<file path="src/rtl/eadsr_pkg.sv">
// Shared types, constants and codes of the exponential ADSR envelope unit.
`timescale 1ns / 1ps

package eadsr_pkg;

  localparam int StageW    = 3;
  localparam int LevelW    = 25;   // Q1.24 level
  localparam int OutLevelW = 17;   // Q1.16 level
  localparam int FactorW   = 32;   // signed Q4.28
  localparam int TimeW     = 16;
  localparam int RateW     = 18;
  localparam int CfgIdxW   = 3;
  localparam int CfgDataW  = 18;
  localparam int NormW     = 31;   // mantissa in [2^30, 2^31)
  localparam int PosW      = 5;    // leading-one position 0..24
  localparam int FracW     = 24;
  localparam int LogW      = 30;   // signed log2, 6 integer + 24 fraction bits
  localparam int MagW      = 29;
  localparam int DivW      = 33;   // dividend and quotient bits
  localparam int StepW     = 6;
  localparam int SqSteps   = 24;
  localparam int NumStages = 5;

  localparam logic [PosW-1:0]    PosTop = PosW'(24);
  localparam logic [29:0]        Ln2Q30 = 30'd744261118;
  localparam logic [LevelW-1:0]  OneQ24 = LevelW'(1) << 24;
  localparam logic [FactorW-1:0] OneQ28 = FactorW'(1) << 28;

  typedef enum logic [StageW-1:0] {
    STG_OFF     = 3'd0,
    STG_ATTACK  = 3'd1,
    STG_DECAY   = 3'd2,
    STG_SUSTAIN = 3'd3,
    STG_RELEASE = 3'd4
  } stage_e;

  typedef enum logic [CfgIdxW-1:0] {
    REG_ATTACK  = 3'd0,
    REG_DECAY   = 3'd1,
    REG_SUSTAIN = 3'd2,
    REG_RELEASE = 3'd3,
    REG_RATE    = 3'd4,
    REG_MIN     = 3'd5
  } cfg_reg_e;

  typedef enum logic [3:0] {
    DP_NOP,
    DP_ENTER,
    DP_LOAD_END,
    DP_NORM,
    DP_SQUARE,
    DP_LOAD_START,
    DP_SCALE,
    DP_DIV,
    DP_FACTOR,
    DP_TICK
  } dp_op_e;

  typedef enum logic [3:0] {
    S_IDLE,
    S_ENTER,
    S_CHECK,
    S_NORM_E,
    S_SQ_E,
    S_LOAD_S,
    S_NORM_S,
    S_SQ_S,
    S_SCALE,
    S_DIV,
    S_FACT,
    S_TICK,
    S_DONE
  } ctrl_state_e;

  typedef struct packed {
    dp_op_e op;
    stage_e stage;
    logic   load_out;
  } dp_cmd_t;

  typedef struct packed {
    logic   norm_done;
    logic   ramp_trivial;
    logic   at_end;
    logic   timed;
    stage_e stage;
  } dp_status_t;

endpackage

</file>
<file path="src/rtl/eadsr_ctrl.sv">
// Envelope controller: item sequencing, ramp computation steps and result handshake.
`timescale 1ns / 1ps

module eadsr_ctrl (
  input  logic                           clk_i,
  input  logic                           rst_ni,
  input  logic                           in_valid_i,
  output logic                           in_ready_o,
  input  logic                           in_cmd_i,
  input  logic [eadsr_pkg::StageW-1:0]   in_target_i,
  output logic                           out_valid_o,
  input  logic                           out_ready_i,
  input  eadsr_pkg::dp_status_t          status_i,
  output eadsr_pkg::dp_cmd_t             cmd_o
);

  eadsr_pkg::ctrl_state_e       state_q, state_d;
  eadsr_pkg::stage_e            enter_q, enter_d;
  logic                         tick_after_q, tick_after_d;
  logic [eadsr_pkg::StepW-1:0]  step_q, step_d;
  logic                         out_valid_q, out_valid_d;
  logic                         in_fire;

  assign in_fire = in_valid_i && in_ready_o;

  always_ff @(posedge clk_i or negedge rst_ni) begin
    if (!rst_ni) begin
      state_q      <= eadsr_pkg::S_IDLE;
      enter_q      <= eadsr_pkg::STG_OFF;
      tick_after_q <= 1'b0;
      step_q       <= '0;
      out_valid_q  <= 1'b0;
    end else begin
      state_q      <= state_d;
      enter_q      <= enter_d;
      tick_after_q <= tick_after_d;
      step_q       <= step_d;
      out_valid_q  <= out_valid_d;
    end
  end

  // next state and datapath commands
  always_comb begin
    state_d      = state_q;
    enter_d      = enter_q;
    tick_after_d = tick_after_q;
    step_d       = step_q;
    out_valid_d  = out_valid_q && !out_ready_i;
    in_ready_o   = 1'b0;
    cmd_o.op       = eadsr_pkg::DP_NOP;
    cmd_o.stage    = enter_q;
    cmd_o.load_out = 1'b0;
    unique case (state_q)
      eadsr_pkg::S_IDLE: begin
        in_ready_o = 1'b1;
        if (in_valid_i) begin
          if (in_cmd_i) begin
            if (in_target_i < eadsr_pkg::StageW'(eadsr_pkg::NumStages)) begin
              enter_d      = eadsr_pkg::stage_e'(in_target_i);
              tick_after_d = 1'b0;
              state_d      = eadsr_pkg::S_ENTER;
            end else begin
              state_d = eadsr_pkg::S_DONE;
            end
          end else if (status_i.timed) begin
            if (status_i.at_end) begin
              enter_d      = (status_i.stage == eadsr_pkg::STG_RELEASE) ?
                             eadsr_pkg::STG_OFF :
                             eadsr_pkg::stage_e'(status_i.stage + 1'b1);
              tick_after_d = 1'b1;
              state_d      = eadsr_pkg::S_ENTER;
            end else begin
              state_d = eadsr_pkg::S_TICK;
            end
          end else begin
            state_d = eadsr_pkg::S_DONE;
          end
        end
      end
      eadsr_pkg::S_ENTER: begin
        cmd_o.op = eadsr_pkg::DP_ENTER;
        state_d  = eadsr_pkg::S_CHECK;
      end
      eadsr_pkg::S_CHECK: begin
        if (status_i.ramp_trivial) begin
          state_d = tick_after_q ? eadsr_pkg::S_TICK : eadsr_pkg::S_DONE;
        end else begin
          cmd_o.op = eadsr_pkg::DP_LOAD_END;
          state_d  = eadsr_pkg::S_NORM_E;
        end
      end
      eadsr_pkg::S_NORM_E, eadsr_pkg::S_NORM_S: begin
        if (status_i.norm_done) begin
          step_d  = '0;
          state_d = (state_q == eadsr_pkg::S_NORM_E) ? eadsr_pkg::S_SQ_E
                                                     : eadsr_pkg::S_SQ_S;
        end else begin
          cmd_o.op = eadsr_pkg::DP_NORM;
        end
      end
      eadsr_pkg::S_SQ_E, eadsr_pkg::S_SQ_S: begin
        cmd_o.op = eadsr_pkg::DP_SQUARE;
        step_d   = step_q + 1'b1;
        if (step_q == eadsr_pkg::StepW'(eadsr_pkg::SqSteps - 1)) begin
          state_d = (state_q == eadsr_pkg::S_SQ_E) ? eadsr_pkg::S_LOAD_S
                                                   : eadsr_pkg::S_SCALE;
        end
      end
      eadsr_pkg::S_LOAD_S: begin
        cmd_o.op = eadsr_pkg::DP_LOAD_START;
        state_d  = eadsr_pkg::S_NORM_S;
      end
      eadsr_pkg::S_SCALE: begin
        cmd_o.op = eadsr_pkg::DP_SCALE;
        step_d   = '0;
        state_d  = eadsr_pkg::S_DIV;
      end
      eadsr_pkg::S_DIV: begin
        cmd_o.op = eadsr_pkg::DP_DIV;
        step_d   = step_q + 1'b1;
        if (step_q == eadsr_pkg::StepW'(eadsr_pkg::DivW - 1)) begin
          state_d = eadsr_pkg::S_FACT;
        end
      end
      eadsr_pkg::S_FACT: begin
        cmd_o.op = eadsr_pkg::DP_FACTOR;
        state_d  = tick_after_q ? eadsr_pkg::S_TICK : eadsr_pkg::S_DONE;
      end
      eadsr_pkg::S_TICK: begin
        cmd_o.op = eadsr_pkg::DP_TICK;
        state_d  = eadsr_pkg::S_DONE;
      end
      eadsr_pkg::S_DONE: begin
        // result slot free or being emptied this cycle
        if (!out_valid_q || out_ready_i) begin
          cmd_o.load_out = 1'b1;
          out_valid_d    = 1'b1;
          state_d        = eadsr_pkg::S_IDLE;
        end
      end
      default: state_d = eadsr_pkg::S_IDLE;
    endcase
  end

  assign out_valid_o = out_valid_q;

`ifndef ASSERT_OFF
  a_load_free: assert property (@(posedge clk_i) disable iff (!rst_ni)
    cmd_o.load_out |-> (!out_valid_q || out_ready_i))
    else $error("result loaded over an unread result");
  a_div_bound: assert property (@(posedge clk_i) disable iff (!rst_ni)
    (state_q == eadsr_pkg::S_DIV) |-> (step_q < eadsr_pkg::StepW'(eadsr_pkg::DivW)))
    else $error("divider ran past its step count");
  a_idle_tick: assert property (@(posedge clk_i) disable iff (!rst_ni)
    (in_fire && !in_cmd_i && !status_i.timed) |=> (state_q == eadsr_pkg::S_DONE))
    else $error("tick in a hold stage did not go straight to result");
  a_load_valid: assert property (@(posedge clk_i) disable iff (!rst_ni)
    cmd_o.load_out |=> out_valid_q)
    else $error("loaded result not presented");
`endif

endmodule

</file>
<file path="config.mk">
export PLATFORM = sky130hd
export DESIGN_NAME = eadsr_ctrl
export DESIGN_NICKNAME = d
export VERILOG_FILES = /design/src/rtl/eadsr_pkg.sv /design/src/rtl/eadsr_ctrl.sv
export SDC_FILE = /design/constraint.sdc
export NUM_CORES = 1
export LEC_CHECK = 0
export BUFFER_PORTS_ARGS = -buffer_cell sky130_fd_sc_hd__buf_2
export CAP_MARGIN = 20
export CORE_ASPECT_RATIO = 1.25
export CORE_MARGIN = 5
export CORE_UTILIZATION = 40
export DETAILED_ROUTE_END_ITERATION = 6
export PLACE_DENSITY = 0.61
export SLEW_MARGIN = 15
export SYNTH_ARGS = -nofsm -noshare
export SYNTH_HDL_FRONTEND = slang
export SYNTH_SLANG_ARGS = --single-unit
</file>
<file path="constraint.sdc">
create_clock -name clk_i -period 4.5 [get_ports clk_i]
set_clock_uncertainty 0.1 [all_clocks]
set_input_delay 0.225 -clock clk_i [delete_from_list [all_inputs] [get_ports clk_i]]
set_output_delay 0.225 -clock clk_i [all_outputs]
set_load 0.05 [all_outputs]
</file>
# Word-level counts from Yosys, hierarchy flattened
# Cells that the tools add are included.
# classes
n_lt_le_gt_ge,1
n_reduce_logical,14
mux,33
eq_ne,21
n_addsub,2
# ops
operator,n
4-bit 2-to-1 mux,11
4-bit one-hot mux with 11 select lines,1
4-bit one-hot mux with 9 select lines,1
"4-bit equality test, second input constant",5
3-bit 2-to-1 mux,6
6-bit one-hot mux with 3 select lines,1
"4-bit by 3-bit equality test with 1-bit output, second input constant",4
"2-bit inequality test, second input constant",5
5-bit AND reduction,2
1-bit 2-to-1 mux,9
"4-bit by 2-bit equality test with 1-bit output, second input constant",2
"6-bit by 1-bit adder with 6-bit output, second input constant",1
"6-bit by 5-bit equality test with 1-bit output, second input constant",1
"6-bit equality test, second input constant",1
2-bit 2-to-1 mux,3
6-bit 2-to-1 mux,1
"4-bit by 1-bit equality test with 1-bit output, second input constant",1
4-bit zero test,1
2-bit nonzero test,2
2-bit OR reduction,2
"3-bit by 1-bit adder with 3-bit output, second input constant",1
"3-bit equality test, second input constant",1
"3-bit < comparator, second input constant",1
3-bit nonzero test,1
other kinds (6),7
# totals
regBits,15
in_bits,15

# Longest topological paths before layout
# Gate-level depths: netlist (run 1).
# depth
word_depth,5
mapped_depth,7

# Least setup slack after synthesis (run 1)
# Ideal clock, no wire load.
# synth_path
path_type,register to output
from,register state_q[2]
to,output cmd_o[0] (netlist bit)
path_stages_with_launch,5
arrival_time_ns,2.071
slack_ns,2.104
t_required_ns,4.175
path_buffers,2
cell_sequence,dfrtp_1 -> buf_4 -> clkbuf_1 -> nand2_1 -> nor3b_1
# synth_lines
item,line,source
from (decl),eadsr_ctrl.sv:17,"eadsr_pkg::ctrl_state_e state_q, state_d;"
from (signal assigned),eadsr_ctrl.sv:28,state_q <= eadsr_pkg::S_IDLE;
from (signal assigned),eadsr_ctrl.sv:34,state_q <= state_d;
to (decl),eadsr_ctrl.sv:14,output eadsr_pkg::dp_cmd_t cmd_o

==> results of run 1 <==
state kept, by name, summed over array words and instances, names as in the netlist:
register      count
out_valid_o       1
enter_q           3
step_q            6
tick_after_q      1
state_q           4
routing by layer:
layer	global-route usage, %	up-vias
met5	0	-
met4	8.82	0
met3	2.37	6
met2	23.8	28
met1	18.6	577
li1	-	581
worst reg2reg max path, cell delays in order (launching register included):
cell and delay [ns]:
sky130_fd_sc_hd__dfrtp_1 0.77, sky130_fd_sc_hd__nor4bb_1 0.47, sky130_fd_sc_hd__o31a_1 0.24, sky130_fd_sc_hd__a221o_1 0.19, sky130_fd_sc_hd__a21oi_1 0.06, sky130_fd_sc_hd__a211o_1 0.27
path summary, 6_finish.rpt:
kind	start	to	slack, ns	depth (start not counted)
max	state_q[2]$_DFFE_PN0P_	cmd_o[4]	2.15	4
min	status_i[4]	tick_after_q$_DFFE_PN0P_	0.14	3
max reg2reg	state_q[2]$_DFFE_PN0P_	state_q[0]$_DFFE_PN0P_	2.31	5
min reg2reg	enter_q[1]$_DFFE_PN0P_	enter_q[1]$_DFFE_PN0P_	0.40	2
max in group asynchronous	rst_ni	tick_after_q$_DFFE_PN0P_	3.76	2
min in group asynchronous	rst_ni	step_q[0]$_DFFE_PN0P_	0.28	2
cell families after synthesis:
group / share of synthesized area [%]
adder cells (fa/ha/maj): 4.21
XOR/XNOR: 1.47
multiplexers: 2.63
flip-flops: 31.6
AO/OA/AOI/OAI: 28.0
AND/OR/NAND/NOR: 24.3
buffers and inverters: 7.79
area by class of cell:
class                           count  share of cell area [%]
Timing Repair Buffer               25                    9.72
Clock buffer                        4                    1.96
Tap cell                           36                    3.36
Inverter                           11                    3.08
Multi-Input combinational cell    113                    53.8
Sequential cell                    15                    28.0
placed cells by master (no fill, tap or decap), types with 3 or more instances in the layout:
cell	n
sky130_fd_sc_hd__buf_2	24
sky130_fd_sc_hd__a21oi_1	17
sky130_fd_sc_hd__dfrtp_1	15
sky130_fd_sc_hd__nor2_1	12
sky130_fd_sc_hd__nand2_1	11
sky130_fd_sc_hd__inv_1	10
sky130_fd_sc_hd__o21ai_0	10
sky130_fd_sc_hd__nor3_1	4
sky130_fd_sc_hd__nand3_1	4
sky130_fd_sc_hd__nor4_1	4
sky130_fd_sc_hd__ha_1	4
sky130_fd_sc_hd__nor2b_1	3
sky130_fd_sc_hd__nor3b_1	3
sky130_fd_sc_hd__nand2b_1	3
sky130_fd_sc_hd__clkbuf_4	3
power groups by stage:
stage                     registers, W  clock network (W)  logic (W)
after floorplan               0.000279                  0   0.000489
after global placement        0.000289                  0   0.000580
after detailed placement      0.000294                  0   0.000586
after CTS                     0.000290          0.0000827   0.000590
after global routing          0.000304          0.0000929   0.000643
final                         0.000295          0.0000795   0.000588
per-stage QoR:
step	cells	worst slack [ns]	hold WS (ns)
after floorplan	147	2.10	-0.171
after global placement	199	2.43	0.0565
after detailed placement	199	2.34	0.0622
after CTS	204	2.17	0.131
after global routing	204	2.05	0.142
final	204	2.15	0.145
==> results by stage, run 1 <==
Status:
- The run finished with clean final reports.

Setup path:
- STA classifies the critical path endpoint as a primary output.
- Walking the worst path, the cells encountered are nor4bb_1, a21oi_1, o21bai_1, buf_2.
- On the worst path, the slowest cell contributes a delay of between 0.7 and 0.8 ns.
- STA puts the critical path data arrival time at approximately 2.0 ns.
- By startpoint and endpoint, the worst setup path is classified as register to primary output.
- The startpoint class of the critical path is a register.
- The cell family with the largest share of critical-path delay is flip-flops.
- Together, buffers and inverters on the worst path number 1.
- Data on the critical path is required at its endpoint by between 4 and 5 ns.
- For this design, the slowest cell found on the critical path is sky130_fd_sc_hd__dfrtp_1.
- Of all nets on the critical path, the largest fanout is 21.

Synthesis:
- The sequential area share after synthesis is 31.6%.
- The synthesized design contains 0 enable-type register cells.
- Synthesis instantiated 47 different standard cells from the library.
- The most instantiated flip-flop cell in the synthesis netlist is sky130_fd_sc_hd__dfrtp_1.
- The area of the mapped netlist is around 1200 um^2.
- The share of async-settable or async-resettable flops after synthesis is 100%.
- Sorting the synthesized cells by area gives the leading types as sky130_fd_sc_hd__dfrtp_1 32%, sky130_fd_sc_hd__a21oi_1 7.2%, sky130_fd_sc_hd__ha_1 4.2%.
- The Yosys step of the flow raised 0 warnings.
- When the netlist entered floorplanning its net count stood at 166.
- The synthesized netlist cell count is 147.
- In this run, synthesis produced a sequential element count of 15.
- sky130_fd_sc_hd__a21oi_1 is the most common cell in the netlist.
- Summed over its instances, the top area cell type makes up 31.6% of the synthesized netlist area.
- The cell accounting for the most synthesized area is sky130_fd_sc_hd__dfrtp_1.
- Sorting the synthesized cells by how often they occur yields 17 x sky130_fd_sc_hd__a21oi_1, 15 x sky130_fd_sc_hd__dfrtp_1, 12 x sky130_fd_sc_hd__nor2_1.
- After synthesis, the mean cell area works out to slightly above 8 um^2.

Timing:
- The setup-violating endpoint count in the final report is 0.
- Derived from the worst setup path, the maximum achievable clock frequency is 0.425 GHz.
- The aggregate negative setup slack is 0 ns.
- The final critical-path share of the clock period is ~52%.
- The worst-case headroom to the max-slew limit is 57.0%.
- The number of max-slew violations in the final report is 0.
- The slew at the pin closest to its max-slew limit is 0.645 ns.
- Setup repair after global routing left no endpoint under its margin.
- The final hold violation count is 0.
- The clock period could shrink to 2.35 ns.

Route:
- The violation count after the first detailed-route iteration is 34.
- Once detail routing completed, the nets flagged for antenna violations numbered 0.
- The count of vias placed by the detailed router is approximately 1200.
- After detailed routing, no signal wire sits above met4.
- The first TritonRoute pass finished after 4 iterations.
- The routed length on met3 is between 100 and 150 um.
- Wire segments on met2 add up to 1520 um in the final route.
- The total wire length after detailed routing is between 3000 and 4000 um.
- The ratio of routed vias to standard cells is just under 6.
- The count of unresolved DRC violations after routing is 0.
- In the final routing, the length of wire on met1 measures around 1300 um.
- The per-cell routed wire length is between 10 and 15 um.

Clock tree:
- Clock-pin slew was measured on the worst setup and hold paths at ~0.090 ns.
- The buffer cell driving the clock tree root is sky130_fd_sc_hd__clkbuf_4.
- The post-CTS resize count is 0.
- In this run the number of H-tree levels came out at 1.
- The post-CTS setup-driven buffer insertion count is 0.
- The total of hold buffers inserted after clock tree synthesis is 1.
- TritonCTS built the clock tree.
- The maximum root-to-sink buffer count is 2.
- For the worst-skew pair, the clock arrives at the later sink with an insertion delay of between 0.2 and 0.3 ns.
- The number of CTS-inserted buffers is 3.
- The number of sinks handled by clock tree synthesis is 15.

Placed design:
- The detailed placement HPWL is roughly 2300 um.
- The total of buffers placed on input and output ports is 24.
- The area after detailed placement is 1300 um^2.
- The final weighted congestion in routability-driven placement is approximately 0.91.

Final layout:
- The final layout contains roughly 190 nets.
- The flip-flop and latch area is roughly 380 um^2.
- The number of antenna diodes in the final layout is 0.
- The growth of design area from synthesis to finish is 12.6%.
- The multi-input combinational cells in the finished layout cover a total of roughly 700 um^2.
- The number of inserted filler cells in the final layout is between 300 and 400.
- The post-layout utilization of the core is 46.3%.
- The ratio of cells with drive above 1 in the final layout is a little under a fifth.
- The final instance area is between 1000 and 1500 um^2.

Power:
- The power spent charging and discharging nets is around 0.00054 W.
- Power comes to between 0.0009 and 0.001 W.
- The internal power is around 0.00042 W.
- The net switching fraction of the power is ~56%.
- For this design the ratio of total power to cell area is approximately 720 nW/um^2.
- Per report_power, the clock group accounts for 8.3% of the total.
- The maximum vdd drop is roughly 0.34 mV.
- The leakage power total is about 0.60 nW.
- The sequential group share of total power is a little under a third.
- Of the total power, combinational logic draws ~60%.

Floorplanning:
- The area of the core is approximately 2900 um^2.
- The die span in x is 58.8 um.
- The vertical die dimension is 70.9 um.
- The effective utilization at floorplan is about two fifths.
- The floorplan has 22 rows.
- The total die area is 4170 um^2.
- The number of primary I/O pins is 25.

Global route:
- The maximum number of pins on one net before global-route repair is 22.
- The via count of the first global-routing pass is 1165.
- The first global-routing pass estimated 4910 um of wire.
- The initial antenna violation count was 0.
- Global routing used 14.9% of the available tracks across all layers.
- The sum of overflow across all layers after global routing is 0.

Job:
- Across the run, the number of max-cap violations was 0.

Worst hold path:
- In this run the worst hold path is classified as input port to register.
Note: power is estimated with default switching activity, not from simulation.
==> run 2, diff against run 1 <==
PLACE_DENSITY = 0.63   (was 0.61)
clock period = 2.06 ns   (was 4.5 ns; I/O delays follow)
==> run 2 against run 1 <==
Effect of this change: core utilization is 2.1 points higher; routed wire length up 4.8%; sequential power is 89% higher; non-clock buffer count grew 6; design area increased by 4.6%; combinational power grew to 2.5 times the previous value; first-iteration DRC count is 110% higher; global-route usage rose by 0.60 points; sequential share of layout area fell by 1.1 points; critical endpoint is now cmd_o[5]; highest routed layer unchanged.
==> results by stage, run 2 (synthesis results as in run 1) <==
Power:
- The power per cell area is 1580 nW/um^2 (+120%).
- The net switching fraction of the power is 54.8% (-1.4 points).
- The clock share of power is 8.3% (about the same).
- The combinational fraction of design power is 66.5% (+5.4 points).
- The sequential group share of total power is 25.2% (-5.4 points).
- The internal power is 0.00100 W (+140%).
- The maximum vdd drop is 0.648 mV (+93%).
- The leakage power total is 0.629 nW (+5.1%).
- The total power is 0.00222 W (+130%).
- The power spent charging and discharging nets came to 0.00121 W (+120%).

Route:
- The ratio of routed vias to standard cells is 5.89 (+0.81%).
- The per-cell routed wire length is 15.1 um (+1.8%).
- The count of TritonRoute iterations in the first routing pass is 4 (unchanged).
- The count of antenna-violating nets left after detailed routing is 0 (unchanged).
- The count of unresolved DRC violations after routing was 0 (unchanged).
- The count of vias placed by the detailed router came to 1237 (+3.8%).
- The violation count after the first detailed-route iteration is 72 (+110%).
- The total wire length after detailed routing is 3170 um (+4.8%).

Floorplanning:
- The total die area was 4170 um^2 (unchanged).
- The count of standard-cell rows came to 22 (unchanged).
- The die span in x is 58.8 um (unchanged).
- The number of primary I/O pins is 25 (unchanged).
- The effective utilization at floorplan is 41.1% (unchanged).
- The area of the core is 2890 um^2 (unchanged).
- The vertical die dimension is 70.9 um (unchanged).

Final layout:
- The largest registers in the layout are step_q x6, state_q x4, enter_q x3.
- In the layout the commonest cells are 24 x sky130_fd_sc_hd__buf_2, 17 x sky130_fd_sc_hd__a21oi_1, 14 x sky130_fd_sc_hd__dfrtp_1.
- The register ranked first by flip-flop count is step_q.
- The final instance area was 1400 um^2 (+4.6%).
- The number of antenna diodes is 0 (unchanged).
- The final net count is 194 (+3.2%).
- The growth of design area from synthesis to finish is 17.8%.
- The flip-flop count of the largest register after layout is 6 (unchanged).
- The ratio of cells with drive above 1 in the final layout is 24.1% (+5.7 points).
- The most frequent standard cell in the layout excluding fill and tap cells is sky130_fd_sc_hd__buf_2.

Clock tree:
- The number of sinks handled by clock tree synthesis came to 15 (unchanged).
- TritonCTS built the clock tree.
- The post-CTS setup-driven buffer insertion count is 0 (unchanged).
- The insertion delay to the later sink of the worst-skew pair is 0.29 ns (about the same).
- The depth of the CTS H-tree was 1 (unchanged).
- The maximum root-to-sink buffer count came to 2 (unchanged).
- The clock-pin slew on the worst setup and hold paths came to 0.10 ns (about the same).
- The buffer cell driving the clock tree root is sky130_fd_sc_hd__clkbuf_4.
- The number of CTS-inserted buffers is 3 (unchanged).

Setup path:
- The critical path data required time is 1.86 ns (-2.32 ns).
- The kind of capture point of the worst setup path is a primary output.
- The arrival time of the worst setup path is 1.73 ns (-0.30 ns).
- The maximum fanout count along the critical path is 9 (-57%).
- STA classifies the critical path startpoint as a register.
- The path type of the worst setup path is register to primary output.
- The number of cell instances on the worst register-to-register path was 5 (unchanged).

Timing:
- The final critical-path share of the clock period is 94.0%.
- The worst hold slack after final layout is 0.0261 ns (-0.118 ns).
- Timing would allow up to between 0.5 and 0.6 GHz.
- The setup-violating endpoint count in the final report came to 0 (unchanged).
- The number of max-slew violations in the final report is 0 (unchanged).
- The worst-case headroom to the max-slew limit is 64.6% (+7.6 points).
- The clock period could shrink to about 1.9 ns.
- The slew at the pin closest to its max-slew limit is 0.527 ns (-0.118 ns).
- Setup repair after global routing left no endpoint under its margin.
- The final hold violation count is 0 (unchanged).

Global route:
- The initial antenna violation count is 0 (unchanged).
- The maximum number of pins on one net before global-route repair is 16 (-27%).
- The first-pass GRT wire length was 5180 um (+5.5%).
- The global-route usage over all layers came to 15.5% (+0.60 points).
- The sum of overflow across all layers after global routing is 0 (unchanged).
- The via count of the first global-routing pass is 1165 (unchanged).

Placed design:
- The detailed placement HPWL is 2460 um (+8.1%).
- The final weighted congestion in routability-driven placement is 0.881 (-3.2%).
- The total of buffers placed on input and output ports was 24 (unchanged).
- The area after detailed placement is 1350 um^2 (+3.8%).

Job:
- The total of max-cap violations is 0 (unchanged).

Worst hold path:
- The type of the most critical hold path is input port to register.
- The worst hold path depth is 3 (unchanged).

Status:
- The run finished with clean final reports.
[run 2: changes by cell type in the layout (fill, tap and decap cells not counted), sizes merged]
cell / change
clkinv: -1
clkinvlp: +2
buf: +6
clkbuf: -1
[run 2: timing repair]
action                                 CTS  global route
setup endpoints to repair                0             4
hold buffers                             1             0
resized for setup                        0             3
endpoints found under the hold margin   15             0
[run 2: final timing paths]
kind	startpoint	end	slack [ns]
worst max-delay path	state_q[1]$_DFFE_PN0P_	cmd_o[5]	0.12
worst min-delay path	status_i[4]	tick_after_q$_DFFE_PN0P_	0.03
worst max register to register	state_q[0]$_DFFE_PN0P_	state_q[0]$_DFFE_PN0P_	0.14
worst min register to register	enter_q[0]$_DFFE_PN0P_	enter_q[0]$_DFFE_PN0P_	0.39
max in group asynchronous	rst_ni	state_q[3]$_DFFE_PN0P_	1.40
min in group asynchronous	rst_ni	enter_q[0]$_DFFE_PN0P_	0.17
[run 2: metal layers]
| layer | GRT usage (%) | vias to the layer above | routed length, um |
|---|---|---|---|
| li1 | - | 597 | - |
| met1 | 18.5 | 592 | 1250 |
| met2 | 27.3 | 40 | 1670 |
| met3 | 2.19 | 8 | 174 |
| met4 | 6.30 | 0 | 67 |
| met5 | 0 | - | 0 |
[run 2: metrics by stage]
step / worst slack (ns) / setup TNS, ns / std cells / utilization (%)
3_5_place_dp: 0.167 / 0 / 205 / 46.8
6_report: 0.124 / 0 / 210 / 48.4
4_1_cts: 0.0305 / 0 / 210 / 48.2
2_1_floorplan: -0.0186 / -0.0186 / 147 / -
3_3_place_gp: 0.232 / 0 / 205 / 46.8
5_1_grt: 0.00995 / 0 / 210 / 48.4
[run 2: power by group through the flow]
stage	clock network (W)	registers, W	logic, W
floorplan	0	0.000610	0.00107
global route	0.000204	0.000579	0.00160
CTS	0.000192	0.000548	0.00146
global placement	0	0.000546	0.00144
finish	0.000184	0.000558	0.00147
detailed placement	0	0.000554	0.00146
[run 2: final cells by class]
class / count / area, um^2
Fill cell: 276 / 1490
Tap cell: 36 / 45.0
Clock buffer: 3 / 22.5
Multi-Input combinational cell: 113 / 728
Inverter: 11 / 45.0
Clock inverter: 1 / 7.51
Sequential cell: 15 / 377
Timing Repair Buffer: 31 / 175
[run 2: worst max-delay path, stage by stage, from the launching register on]
cell and delay (ns):
sky130_fd_sc_hd__dfrtp_1 0.48, sky130_fd_sc_hd__buf_4 0.20, sky130_fd_sc_hd__nor3b_1 0.36, sky130_fd_sc_hd__nand2b_1 0.15
sky130_fd_sc_hd__buf_2 0.25
